<file path="src/sv/id3d_pkg.sv">
package id3d_pkg;

    // magic bytes of a tag header
    localparam logic [7:0] CH_I = 8'h49;
    localparam logic [7:0] CH_D = 8'h44;
    localparam logic [7:0] CH_3 = 8'h33;

    // four-character frame ids (v2.3 / v2.4)
    localparam logic [31:0] ID_APIC = 32'h4150_4943;
    localparam logic [31:0] ID_COMM = 32'h434F_4D4D;
    localparam logic [31:0] ID_TALB = 32'h5441_4C42;
    localparam logic [31:0] ID_TIT2 = 32'h5449_5432;
    localparam logic [31:0] ID_TPE1 = 32'h5450_4531;
    localparam logic [31:0] ID_TYER = 32'h5459_4552;
    localparam logic [31:0] ID_TCON = 32'h5443_4F4E;
    localparam logic [31:0] ID_TRCK = 32'h5452_434B;
    localparam logic [31:0] ID_USLT = 32'h5553_4C54;

    // three-character frame ids (v2.2)
    localparam logic [23:0] ID2_TT2 = 24'h54_5432;
    localparam logic [23:0] ID2_TP1 = 24'h54_5031;
    localparam logic [23:0] ID2_TAL = 24'h54_414C;
    localparam logic [23:0] ID2_COM = 24'h43_4F4D;

    // frame kind codes
    localparam logic [3:0] KIND_UNKNOWN = 4'd0;
    localparam logic [3:0] KIND_APIC    = 4'd1;
    localparam logic [3:0] KIND_COMM    = 4'd2;
    localparam logic [3:0] KIND_TALB    = 4'd3;
    localparam logic [3:0] KIND_TIT2    = 4'd4;
    localparam logic [3:0] KIND_TPE1    = 4'd5;
    localparam logic [3:0] KIND_TYER    = 4'd6;
    localparam logic [3:0] KIND_TCON    = 4'd7;
    localparam logic [3:0] KIND_TRCK    = 4'd8;
    localparam logic [3:0] KIND_USLT    = 4'd9;

    // header geometry
    localparam logic [7:0] VER_SHORT      = 8'd2;
    localparam logic [7:0] VER_MIN        = 8'd2;
    localparam logic [7:0] VER_MAX        = 8'd4;
    localparam logic [3:0] HDR_LEN_LONG   = 4'd10;
    localparam logic [3:0] HDR_LEN_SHORT  = 4'd6;
    localparam logic [3:0] ID_LEN_LONG    = 4'd4;
    localparam logic [3:0] ID_LEN_SHORT   = 4'd3;
    localparam logic [3:0] TAG_HDR_VER    = 4'd3;
    localparam logic [3:0] TAG_HDR_SIZE0  = 4'd6;
    localparam logic [3:0] TAG_HDR_LAST   = 4'd9;
    localparam logic [27:0] SIZE_MAX      = 28'hFFF_FFFF;

    // configuration address decode
    localparam int unsigned PADDR_W      = 3;
    localparam logic        REG_MAX_TAG  = 1'b0;

    // result queue
    localparam int unsigned QUEUE_DEPTH = 4;
    localparam int unsigned QUEUE_AW    = $clog2(QUEUE_DEPTH);
    localparam int unsigned QUEUE_CW    = $clog2(QUEUE_DEPTH + 1);

    typedef enum logic [1:0] {
        EV_DATA  = 2'd0,
        EV_TAG   = 2'd1,
        EV_END   = 2'd2,
        EV_NOTAG = 2'd3
    } event_t;

    typedef struct packed {
        event_t      event_res;
        logic [3:0]  frame_kind;
        logic [7:0]  data_byte;
        logic        frame_last;
        logic        tag_last;
        logic [7:0]  tag_version;
        logic [27:0] tag_size;
    } evt_t;

    function automatic logic [3:0] lookup_kind(input logic [31:0] id, input logic short_hdr);
        logic [3:0] k;
        k = KIND_UNKNOWN;
        if (short_hdr) begin
            case (id[23:0])
                ID2_TT2: k = KIND_TIT2;
                ID2_TP1: k = KIND_TPE1;
                ID2_TAL: k = KIND_TALB;
                ID2_COM: k = KIND_COMM;
                default: k = KIND_UNKNOWN;
            endcase
        end else begin
            case (id)
                ID_APIC: k = KIND_APIC;
                ID_COMM: k = KIND_COMM;
                ID_TALB: k = KIND_TALB;
                ID_TIT2: k = KIND_TIT2;
                ID_TPE1: k = KIND_TPE1;
                ID_TYER: k = KIND_TYER;
                ID_TCON: k = KIND_TCON;
                ID_TRCK: k = KIND_TRCK;
                ID_USLT: k = KIND_USLT;
                default: k = KIND_UNKNOWN;
            endcase
        end
        return k;
    endfunction

endpackage

</file>
<file path="src/sv/id3d_front.sv">
module id3d_front (
    input  logic                 aclk,
    input  logic                 aresetn,
    input  logic                 in_accept,
    input  logic [7:0]           stream_byte,
    input  logic                 stream_start,
    input  logic [27:0]          max_tag_size,
    output logic                 evt_push,
    output id3d_pkg::evt_t       evt_data
);
    import id3d_pkg::*;

    typedef enum logic [5:0] {
        PH_SEEK     = 6'b000001,
        PH_TAGHDR   = 6'b000010,
        PH_FRAMEHDR = 6'b000100,
        PH_PAYLOAD  = 6'b001000,
        PH_SKIP     = 6'b010000,
        PH_DONE     = 6'b100000
    } phase_t;

    phase_t      phase_reg, phase_next, cur_phase;
    logic [3:0]  hc_reg, hc_next, cur_hc, hc_inc;
    logic [31:0] id_reg, id_next, id_new;
    logic [31:0] size_reg, size_next, size_new;
    logic [7:0]  ver_reg, ver_next;
    logic [27:0] tag_rem_reg, tag_rem_next, tag_dec;
    logic [27:0] frame_rem_reg, frame_rem_next, frame_dec, fs;
    logic [3:0]  kind_reg, kind_next;
    logic [27:0] tag_size_calc;
    logic        short_hdr, room;
    logic [3:0]  hdr_len, id_len;
    evt_t        evt;

    // a start mark restarts the walk on this very byte
    assign cur_phase = stream_start ? PH_SEEK : phase_reg;
    assign cur_hc    = stream_start ? 4'd0 : hc_reg;
    assign hc_inc    = cur_hc + 4'd1;

    assign tag_dec   = (tag_rem_reg != 28'd0) ? tag_rem_reg - 28'd1 : 28'd0;
    assign frame_dec = (frame_rem_reg != 28'd0) ? frame_rem_reg - 28'd1 : 28'd0;

    assign short_hdr = (ver_reg == VER_SHORT);
    assign hdr_len   = short_hdr ? HDR_LEN_SHORT : HDR_LEN_LONG;
    assign id_len    = short_hdr ? ID_LEN_SHORT : ID_LEN_LONG;
    assign room      = short_hdr ? (tag_rem_reg >= 28'd6) : (tag_rem_reg > 28'd10);

    // synchsafe size: seven bits per byte
    assign tag_size_calc = {size_reg[20:0], stream_byte[6:0]};

    // frame header field capture, fields restart on the first header byte
    always_comb begin
        id_new   = (cur_hc == 4'd0) ? 32'd0 : id_reg;
        size_new = (cur_hc == 4'd0) ? 32'd0 : size_reg;
        if (cur_hc < id_len) begin
            id_new = {id_new[23:0], stream_byte};
        end else if (cur_hc < {id_len[2:0], 1'b0}) begin
            size_new = {size_new[23:0], stream_byte};
        end
    end

    // clamp frame size to what is left of the tag
    assign fs = (size_new > {4'd0, tag_dec}) ? tag_dec : size_new[27:0];

    // parser step
    always_comb begin
        phase_next     = phase_reg;
        hc_next        = hc_reg;
        id_next        = id_reg;
        size_next      = size_reg;
        ver_next       = ver_reg;
        tag_rem_next   = tag_rem_reg;
        frame_rem_next = frame_rem_reg;
        kind_next      = kind_reg;
        evt            = '0;
        evt_push       = 1'b0;
        if (in_accept) begin
            phase_next = cur_phase;
            hc_next    = cur_hc;
            case (cur_phase)
                PH_SEEK: begin
                    if (stream_byte == CH_I) begin
                        phase_next = PH_TAGHDR;
                        hc_next    = 4'd1;
                        size_next  = 32'd0;
                    end else if (stream_byte != 8'd0) begin
                        phase_next    = PH_DONE;
                        evt_push      = 1'b1;
                        evt.event_res = EV_NOTAG;
                    end
                end
                PH_TAGHDR: begin
                    if ((cur_hc == 4'd1 && stream_byte != CH_D) ||
                        (cur_hc == 4'd2 && stream_byte != CH_3)) begin
                        phase_next    = PH_DONE;
                        evt_push      = 1'b1;
                        evt.event_res = EV_NOTAG;
                    end else begin
                        if (cur_hc == TAG_HDR_VER) begin
                            ver_next = stream_byte;
                        end
                        if (cur_hc >= TAG_HDR_SIZE0) begin
                            size_next = {4'd0, tag_size_calc};
                        end
                        if (cur_hc < TAG_HDR_LAST) begin
                            hc_next = hc_inc;
                        end else begin
                            hc_next      = 4'd0;
                            tag_rem_next = tag_size_calc;
                            if (tag_size_calc == 28'd0) begin
                                phase_next = PH_SEEK;
                            end else if (tag_size_calc > max_tag_size ||
                                         ver_reg < VER_MIN || ver_reg > VER_MAX) begin
                                phase_next = PH_SKIP;
                            end else begin
                                phase_next = PH_FRAMEHDR;
                            end
                            evt_push        = 1'b1;
                            evt.event_res   = EV_TAG;
                            evt.tag_last    = (tag_size_calc == 28'd0);
                            evt.tag_version = ver_reg;
                            evt.tag_size    = tag_size_calc;
                        end
                    end
                end
                PH_FRAMEHDR: begin
                    tag_rem_next = tag_dec;
                    if (cur_hc == 4'd0 && (!room || stream_byte == 8'd0)) begin
                        // padding or no room for a frame: skip the rest
                        phase_next = PH_SKIP;
                        if (tag_dec == 28'd0) begin
                            phase_next    = PH_SEEK;
                            evt_push      = 1'b1;
                            evt.event_res = EV_END;
                            evt.tag_last  = 1'b1;
                        end
                    end else begin
                        id_next   = id_new;
                        size_next = size_new;
                        if (hc_inc < hdr_len) begin
                            hc_next = hc_inc;
                            if (tag_dec == 28'd0) begin
                                hc_next       = 4'd0;
                                phase_next    = PH_SEEK;
                                evt_push      = 1'b1;
                                evt.event_res = EV_END;
                                evt.tag_last  = 1'b1;
                            end
                        end else begin
                            hc_next        = 4'd0;
                            kind_next      = lookup_kind(id_new, short_hdr);
                            frame_rem_next = fs;
                            if (tag_dec == 28'd0) begin
                                phase_next    = PH_SEEK;
                                evt_push      = 1'b1;
                                evt.event_res = EV_END;
                                evt.tag_last  = 1'b1;
                            end else if (fs == 28'd0) begin
                                phase_next = PH_FRAMEHDR;
                            end else begin
                                phase_next = PH_PAYLOAD;
                            end
                        end
                    end
                end
                PH_PAYLOAD: begin
                    tag_rem_next   = tag_dec;
                    frame_rem_next = frame_dec;
                    if (tag_dec == 28'd0) begin
                        frame_rem_next = 28'd0;
                        phase_next     = PH_SEEK;
                    end else if (frame_dec == 28'd0) begin
                        phase_next = PH_FRAMEHDR;
                    end
                    evt_push        = 1'b1;
                    evt.event_res   = EV_DATA;
                    evt.frame_kind  = kind_reg;
                    evt.data_byte   = stream_byte;
                    evt.frame_last  = (frame_dec == 28'd0) || (tag_dec == 28'd0);
                    evt.tag_last    = (tag_dec == 28'd0);
                end
                PH_SKIP: begin
                    tag_rem_next = tag_dec;
                    if (tag_dec == 28'd0) begin
                        phase_next    = PH_SEEK;
                        evt_push      = 1'b1;
                        evt.event_res = EV_END;
                        evt.tag_last  = 1'b1;
                    end
                end
                default: begin
                end
            endcase
        end
    end

    assign evt_data = evt;

    // parser state
    always_ff @(posedge aclk) begin
        if (!aresetn) begin
            phase_reg     <= PH_SEEK;
            hc_reg        <= 4'd0;
            id_reg        <= 32'd0;
            size_reg      <= 32'd0;
            ver_reg       <= 8'd0;
            tag_rem_reg   <= 28'd0;
            frame_rem_reg <= 28'd0;
            kind_reg      <= KIND_UNKNOWN;
        end else begin
            phase_reg     <= phase_next;
            hc_reg        <= hc_next;
            id_reg        <= id_next;
            size_reg      <= size_next;
            ver_reg       <= ver_next;
            tag_rem_reg   <= tag_rem_next;
            frame_rem_reg <= frame_rem_next;
            kind_reg      <= kind_next;
        end
    end

endmodule

</file>
<file path="src/sv/id3d_queue.sv">
module id3d_queue (
    input  logic           aclk,
    input  logic           aresetn,
    input  logic           push,
    input  id3d_pkg::evt_t push_data,
    input  logic           pop,
    output id3d_pkg::evt_t pop_data,
    output logic           not_empty,
    output logic           not_full
);
    import id3d_pkg::*;

    localparam logic [QUEUE_CW-1:0] COUNT_FULL = QUEUE_CW'(QUEUE_DEPTH);
    localparam logic [QUEUE_AW-1:0] PTR_LAST   = QUEUE_AW'(QUEUE_DEPTH - 1);

    evt_t                mem [QUEUE_DEPTH];
    logic [QUEUE_AW-1:0] wr_ptr_reg, rd_ptr_reg;
    logic [QUEUE_CW-1:0] count_reg, count_next;
    logic                do_push, do_pop;

    assign not_empty = (count_reg != '0);
    assign not_full  = (count_reg != COUNT_FULL);
    assign do_push   = push && not_full;
    assign do_pop    = pop && not_empty;
    assign pop_data  = mem[rd_ptr_reg];

    // occupancy
    always_comb begin
        count_next = count_reg;
        if (do_push && !do_pop) begin
            count_next = count_reg + QUEUE_CW'(1);
        end else if (do_pop && !do_push) begin
            count_next = count_reg - QUEUE_CW'(1);
        end
    end

    // storage
    always_ff @(posedge aclk) begin
        if (do_push) begin
            mem[wr_ptr_reg] <= push_data;
        end
    end

    // pointers
    always_ff @(posedge aclk) begin
        if (!aresetn) begin
            wr_ptr_reg <= '0;
            rd_ptr_reg <= '0;
            count_reg  <= '0;
        end else begin
            count_reg <= count_next;
            if (do_push) begin
                wr_ptr_reg <= (wr_ptr_reg == PTR_LAST) ? '0 : wr_ptr_reg + QUEUE_AW'(1);
            end
            if (do_pop) begin
                rd_ptr_reg <= (rd_ptr_reg == PTR_LAST) ? '0 : rd_ptr_reg + QUEUE_AW'(1);
            end
        end
    end

endmodule

</file>
<file path="src/sv/id3d_back.sv">
module id3d_back (
    input  logic           aclk,
    input  logic           aresetn,
    input  logic           q_not_empty,
    input  id3d_pkg::evt_t q_data,
    output logic           q_pop,
    input  logic           m_ready,
    output logic           m_valid,
    output id3d_pkg::evt_t m_data
);
    import id3d_pkg::*;

    logic valid_reg;
    evt_t data_reg;

    // refill the output register when empty or being taken
    assign q_pop   = q_not_empty && (!valid_reg || m_ready);
    assign m_valid = valid_reg;
    assign m_data  = data_reg;

    always_ff @(posedge aclk) begin
        if (!aresetn) begin
            valid_reg <= 1'b0;
        end else if (!valid_reg || m_ready) begin
            valid_reg <= q_not_empty;
        end
    end

    always_ff @(posedge aclk) begin
        if (q_pop) begin
            data_reg <= q_data;
        end
    end

endmodule

</file>
<file path="src/sv/id3v2_frame_deframer_top.sv">
// ID3v2 tag deframer. One file byte enters per transaction on the s_ channel, one
// per clock when the result side keeps up; s_stream_start restarts the parser on
// that byte. Each byte yields at most one result on the m_ channel: a payload byte
// with its frame kind and last marks, a tag header (version and decoded size), a
// tag end, or a no-tag event when the bytes where a tag may begin do not start one.
// A byte's result is registered on its way to m_valid: the parser classifies it
// in the accept cycle and writes a 4-entry result queue, and an output register
// presents it. s_ready falls only while that queue is full, so a stalled m_ready
// lets four more results be queued before input stalls. Bytes that yield no result
// stall too while the queue is full. max_tag_size lives at APB byte address 0; tags
// above it are skipped without frame parsing.
module id3v2_frame_deframer_top (
    input  logic                            aclk,
    input  logic                            aresetn,
    // input byte stream
    input  logic                            s_valid,
    output logic                            s_ready,
    input  logic [7:0]                      s_stream_byte,
    input  logic                            s_stream_start,
    // result stream
    output logic                            m_valid,
    input  logic                            m_ready,
    output logic [1:0]                      m_event_res,
    output logic [3:0]                      m_frame_kind,
    output logic [7:0]                      m_data_byte,
    output logic                            m_frame_last,
    output logic                            m_tag_last,
    output logic [7:0]                      m_tag_version,
    output logic [27:0]                     m_tag_size,
    // configuration
    input  logic                            psel,
    input  logic                            penable,
    input  logic                            pwrite,
    input  logic [id3d_pkg::PADDR_W-1:0]    paddr,
    input  logic [31:0]                     pwdata,
    output logic [31:0]                     prdata,
    output logic                            pready
);
    import id3d_pkg::*;

    logic [27:0] max_tag_reg;
    logic        in_accept;
    logic        evt_push, q_not_empty, q_not_full, q_pop;
    evt_t        evt_in, q_data, out_data;

    // configuration register
    assign pready = 1'b1;
    assign prdata = (paddr[2] == REG_MAX_TAG) ? {4'd0, max_tag_reg} : 32'd0;

    always_ff @(posedge aclk) begin
        if (!aresetn) begin
            max_tag_reg <= SIZE_MAX;
        end else if (psel && penable && pwrite && (paddr[2] == REG_MAX_TAG)) begin
            max_tag_reg <= pwdata[27:0];
        end
    end

    // input transaction
    assign s_ready   = q_not_full;
    assign in_accept = s_valid && s_ready;

    id3d_front u_front (
        .aclk         (aclk),
        .aresetn      (aresetn),
        .in_accept    (in_accept),
        .stream_byte  (s_stream_byte),
        .stream_start (s_stream_start),
        .max_tag_size (max_tag_reg),
        .evt_push     (evt_push),
        .evt_data     (evt_in)
    );

    id3d_queue u_queue (
        .aclk      (aclk),
        .aresetn   (aresetn),
        .push      (evt_push),
        .push_data (evt_in),
        .pop       (q_pop),
        .pop_data  (q_data),
        .not_empty (q_not_empty),
        .not_full  (q_not_full)
    );

    id3d_back u_back (
        .aclk        (aclk),
        .aresetn     (aresetn),
        .q_not_empty (q_not_empty),
        .q_data      (q_data),
        .q_pop       (q_pop),
        .m_ready     (m_ready),
        .m_valid     (m_valid),
        .m_data      (out_data)
    );

    // result fields
    assign m_event_res   = out_data.event_res;
    assign m_frame_kind  = out_data.frame_kind;
    assign m_data_byte   = out_data.data_byte;
    assign m_frame_last  = out_data.frame_last;
    assign m_tag_last    = out_data.tag_last;
    assign m_tag_version = out_data.tag_version;
    assign m_tag_size    = out_data.tag_size;

endmodule

</file>
<file path="config.mk">
export PLATFORM = sky130hd
export DESIGN_NAME = id3v2_frame_deframer_top
export DESIGN_NICKNAME = d
export VERILOG_FILES = /design/src/sv/id3d_pkg.sv /design/src/sv/id3d_front.sv /design/src/sv/id3d_queue.sv /design/src/sv/id3d_back.sv /design/src/sv/id3v2_frame_deframer_top.sv
export SDC_FILE = /design/constraint.sdc
export NUM_CORES = 1
export LEC_CHECK = 0
export BUFFER_PORTS_ARGS = -buffer_cell sky130_fd_sc_hd__buf_4
export CAP_MARGIN = 20
export CORE_ASPECT_RATIO = 0.7
export CORE_MARGIN = 4
export CORE_UTILIZATION = 24
export DETAILED_ROUTE_END_ITERATION = 12
export PLACE_DENSITY = 0.49
export SYNTH_ARGS = -nofsm -noshare
export SYNTH_HDL_FRONTEND = slang
export SYNTH_HIERARCHICAL = 1
export SYNTH_SLANG_ARGS = --single-unit
</file>
<file path="constraint.sdc">
create_clock -name aclk -period 7.32 [get_ports aclk]
set_input_delay 1.464 -clock aclk [delete_from_list [all_inputs] [get_ports aclk]]
set_output_delay 1.464 -clock aclk [all_outputs]
set_load 0.1 [all_outputs]
</file>
==> metrics.cfg <==
[run_status]
status=finished, final reports clean

[synth]
syn_area_per_cell_sq_um=10.4
netlist-cell-type-count=94
ys_seq_area_frac=0.494
synth_flop_cell=edfxtp_1
synthArstFlopShare=0
syn_inst=2225
ys_seq_elements=440
synth_edf_count=260
synth_area_sq_mm=0.0231
ys_warn_count=6

[worst_setup_path]
cpMaxStageDelayCell=and2_1
cp_max_fo=22
crit_family=simple AND/OR/NAND/NOR gates
crit_path_end_kind=flop
criticalPathCategory=reg2reg
slowest_delay_ns=0.85
cp-start-kind=flop
worst-path-buf-inv=1
arrival_ns=6.84
crit_chain=nor4_1 > or4b_1 > ha_1 > a21oi_1 > nor2_1 > o21ai_0 > and2_1 > nand2_1 > a21oi_1 > ha_1 > nand4_1 > nor4_1 > o31ai_1 > a31oi_1 > a21oi_2 > buf_4 > and3_1 > o21ai_0 > a41oi_1
crit_required_ns=7.75

[sta]
tightest_slew_ns=1.05
finalCritPeriodShare=0.876
fin_crit_ns=6.41
fin_ws_ns=0.906
relSlewSlack=0.301
rsz0062_at_grt=no
tns_ns=0
hold_viol=0
fmax_mhz=156
report.final.slew_viol_count=0
hold_ws_ns=0.457
setup_viol_count_final=0
skew_ns=0.0251

[place]
pre_cts_ws_ns=0.459
port_buffers=126
gp_congestion=0.916
dp_hpwl_um=50700

[die]
initial_core_util=0.244
dieWidth_um=379
io_pins=138
dieArea_sq_mm=0.101
core_sq_mm=0.0947
num_rows=94
die_y_um=267

[clock_network]
cts_max_path_buffers=3
cts-root-buf=clkbuf_16
cts_tree=built
cts_buffers=48
cts_setup_buffers=0
clock_sinks=440
cts_resized=0
cts-hold-fix-buffers=0
clkLatencyLatePin_ns=0.60
path_clk_slew_ns=0.06
htreeDepth=2

[drt]
drcViolationCount=0
wire_per_inst_um=20.3
drt_iter0_drc=1974
vias_per_cell=5.08
routed_wl_um=72700
dr.pass1.iters=6
ant_nets=0
vias=18174

[hold_path]
hp-class=reg2reg

[global_route]
grt_max_degree=89
grt_usage=0.140
grt_pass1_wl_um=109000
antenna_found_initial=4
grt_pass1_vias=17376
overflow=0

[finish]
largest_register_ffs=208
drive_above_1_share=0.153
syn_to_final_growth_pct=16.4
nNetsFinal=2412
largest-register=u_queue/mem

[pwr]
irDropWorstVdd_uv=260
p_per_area_mw_per_mm2=301
leakagePower_nw=9.58

[run]
cap_viol_max_count=0

## through the flow
| stage | cell area, sq um | cells | power (mW) | util |
|---|---|---|---|---|
| after detailed placement | 25300 | 3485 | 5.74 | 0.267 |
| after global routing | 26900 | 3577 | 8.42 | 0.284 |
| after floorplan | 23100 | 2228 | 5.14 | - |
| final | 26900 | 3579 | 8.08 | 0.284 |
| after global placement | 25300 | 3484 | 5.72 | 0.267 |
| after CTS | 26900 | 3575 | 8.21 | 0.284 |
## layer usage
layer	vias to the layer above	routed length (um)	global-route usage	share of wire
met5	-	13	0	0.00018
met4	2	1660	0.0382	0.023
met3	110	6070	0.0295	0.084
met2	716	30200	0.201	0.42
met1	8932	34700	0.209	0.48
li1	8414	-	-	-
## synthesized netlist by cell type, drive strengths merged, types with 12 or more instances
master  count  area [sq um]
a211oi     30           225
a21oi      76           380
a22oi      72           541
a31oi      20           125
and2       48           303
and3       27           174
buf        42           267
clkbuf    118           444
dfxtp     180          3600
edfxtp    260          7810
ha         73           913
inv        79           297
mux2       12           135
mux2i      66           661
mux4       52          1170
nand2     178           668
nand3      72           360
nand4      32           215
nor2      202           758
nor2b     102           646
nor3       52           265
nor4       53           353
o211ai     41           308
o21ai     102           514
o31ai      14           105
xnor2      17           149
xor2       15           131
## cell usage in the layout, fill, tap and decap left out, drive strengths merged, types with 12 or more instances in the layout
cell type  instances
clkbuf            60
xor2              15
ha                73
nand4             32
buf              169
a22oi             72
inv               82
edfxtp           260
nor3              52
a211oi            30
mux2i             66
nor2b            102
xnor2             17
nand3             72
nor4              53
and2              48
mux2              12
mux4              52
dfxtp            180
nand2            178
o31ai             14
nor2             202
a21oi             76
o21ai            102
and3              27
clkinv            24
o211ai            41
a31oi             20
## worst reg2reg max path, stage by stage, from the launching register on
cell and delay, ns:
dfxtp_1 0.34, nor4_1 0.35, or4b_1 0.76, ha_1 0.43, a21oi_1 0.15, nor2_1 0.06
o21ai_0 0.22, and2_1 0.85, nand2_1 0.14, a21oi_1 0.54, ha_1 0.29, nand4_1 0.12
nor4_1 0.39, o31ai_1 0.17, a31oi_1 0.37, a21oi_2 0.07, buf_4 0.26, and3_1 0.21
o21ai_0 0.36, a41oi_1 0.17
## layout make-up
| cell class | instances | area [sq um] |
|---|---|---|
| fillers | 9817 | 67800 |
| well taps | 1248 | 1560 |
| repair buffers | 169 | 1270 |
| clock buffers | 60 | 1300 |
| inverters | 80 | 302 |
| multi-input cells | 1548 | 10700 |
| diodes | 4 | 10.0 |
| clock inverters | 30 | 282 |
| flip-flops and latches | 440 | 11400 |
## logic make-up after synthesis
| kind of cell | after synthesis | share of synthesized area |
|---|---|---|
| AO/OA/AOI/OAI | 449 | 0.130 |
| XOR/XNOR | 32 | 0.0121 |
| adder cells (fa/ha/maj) | 74 | 0.0404 |
| buffers and inverters | 240 | 0.0438 |
| flip-flops | 440 | 0.494 |
| multiplexers | 130 | 0.0852 |
| other | 2 | 0.000325 |
| AND/OR/NAND/NOR | 858 | 0.194 |
## report_power, final
part | switching, mW | internal (mW)
sequential | 0.147 | 3.01
combinational | 1.88 | 0.618
clock | 1.03 | 1.41
## final timing paths
check | startpoint | endpoint | cells past startpoint | slack (ns)
worst max-delay path | u_front/ver_reg[4] | u_front/frame_rem_reg[10] | 19 | 0.91
worst min-delay path | u_front/kind_reg[1] | u_front/kind_reg[1] | 2 | 0.46
worst max register to register | u_front/ver_reg[4] | u_front/frame_rem_reg[10] | 19 | 0.91
worst min register to register | u_front/kind_reg[1] | u_front/kind_reg[1] | 2 | 0.46
(Power assumes the default switching activity.)
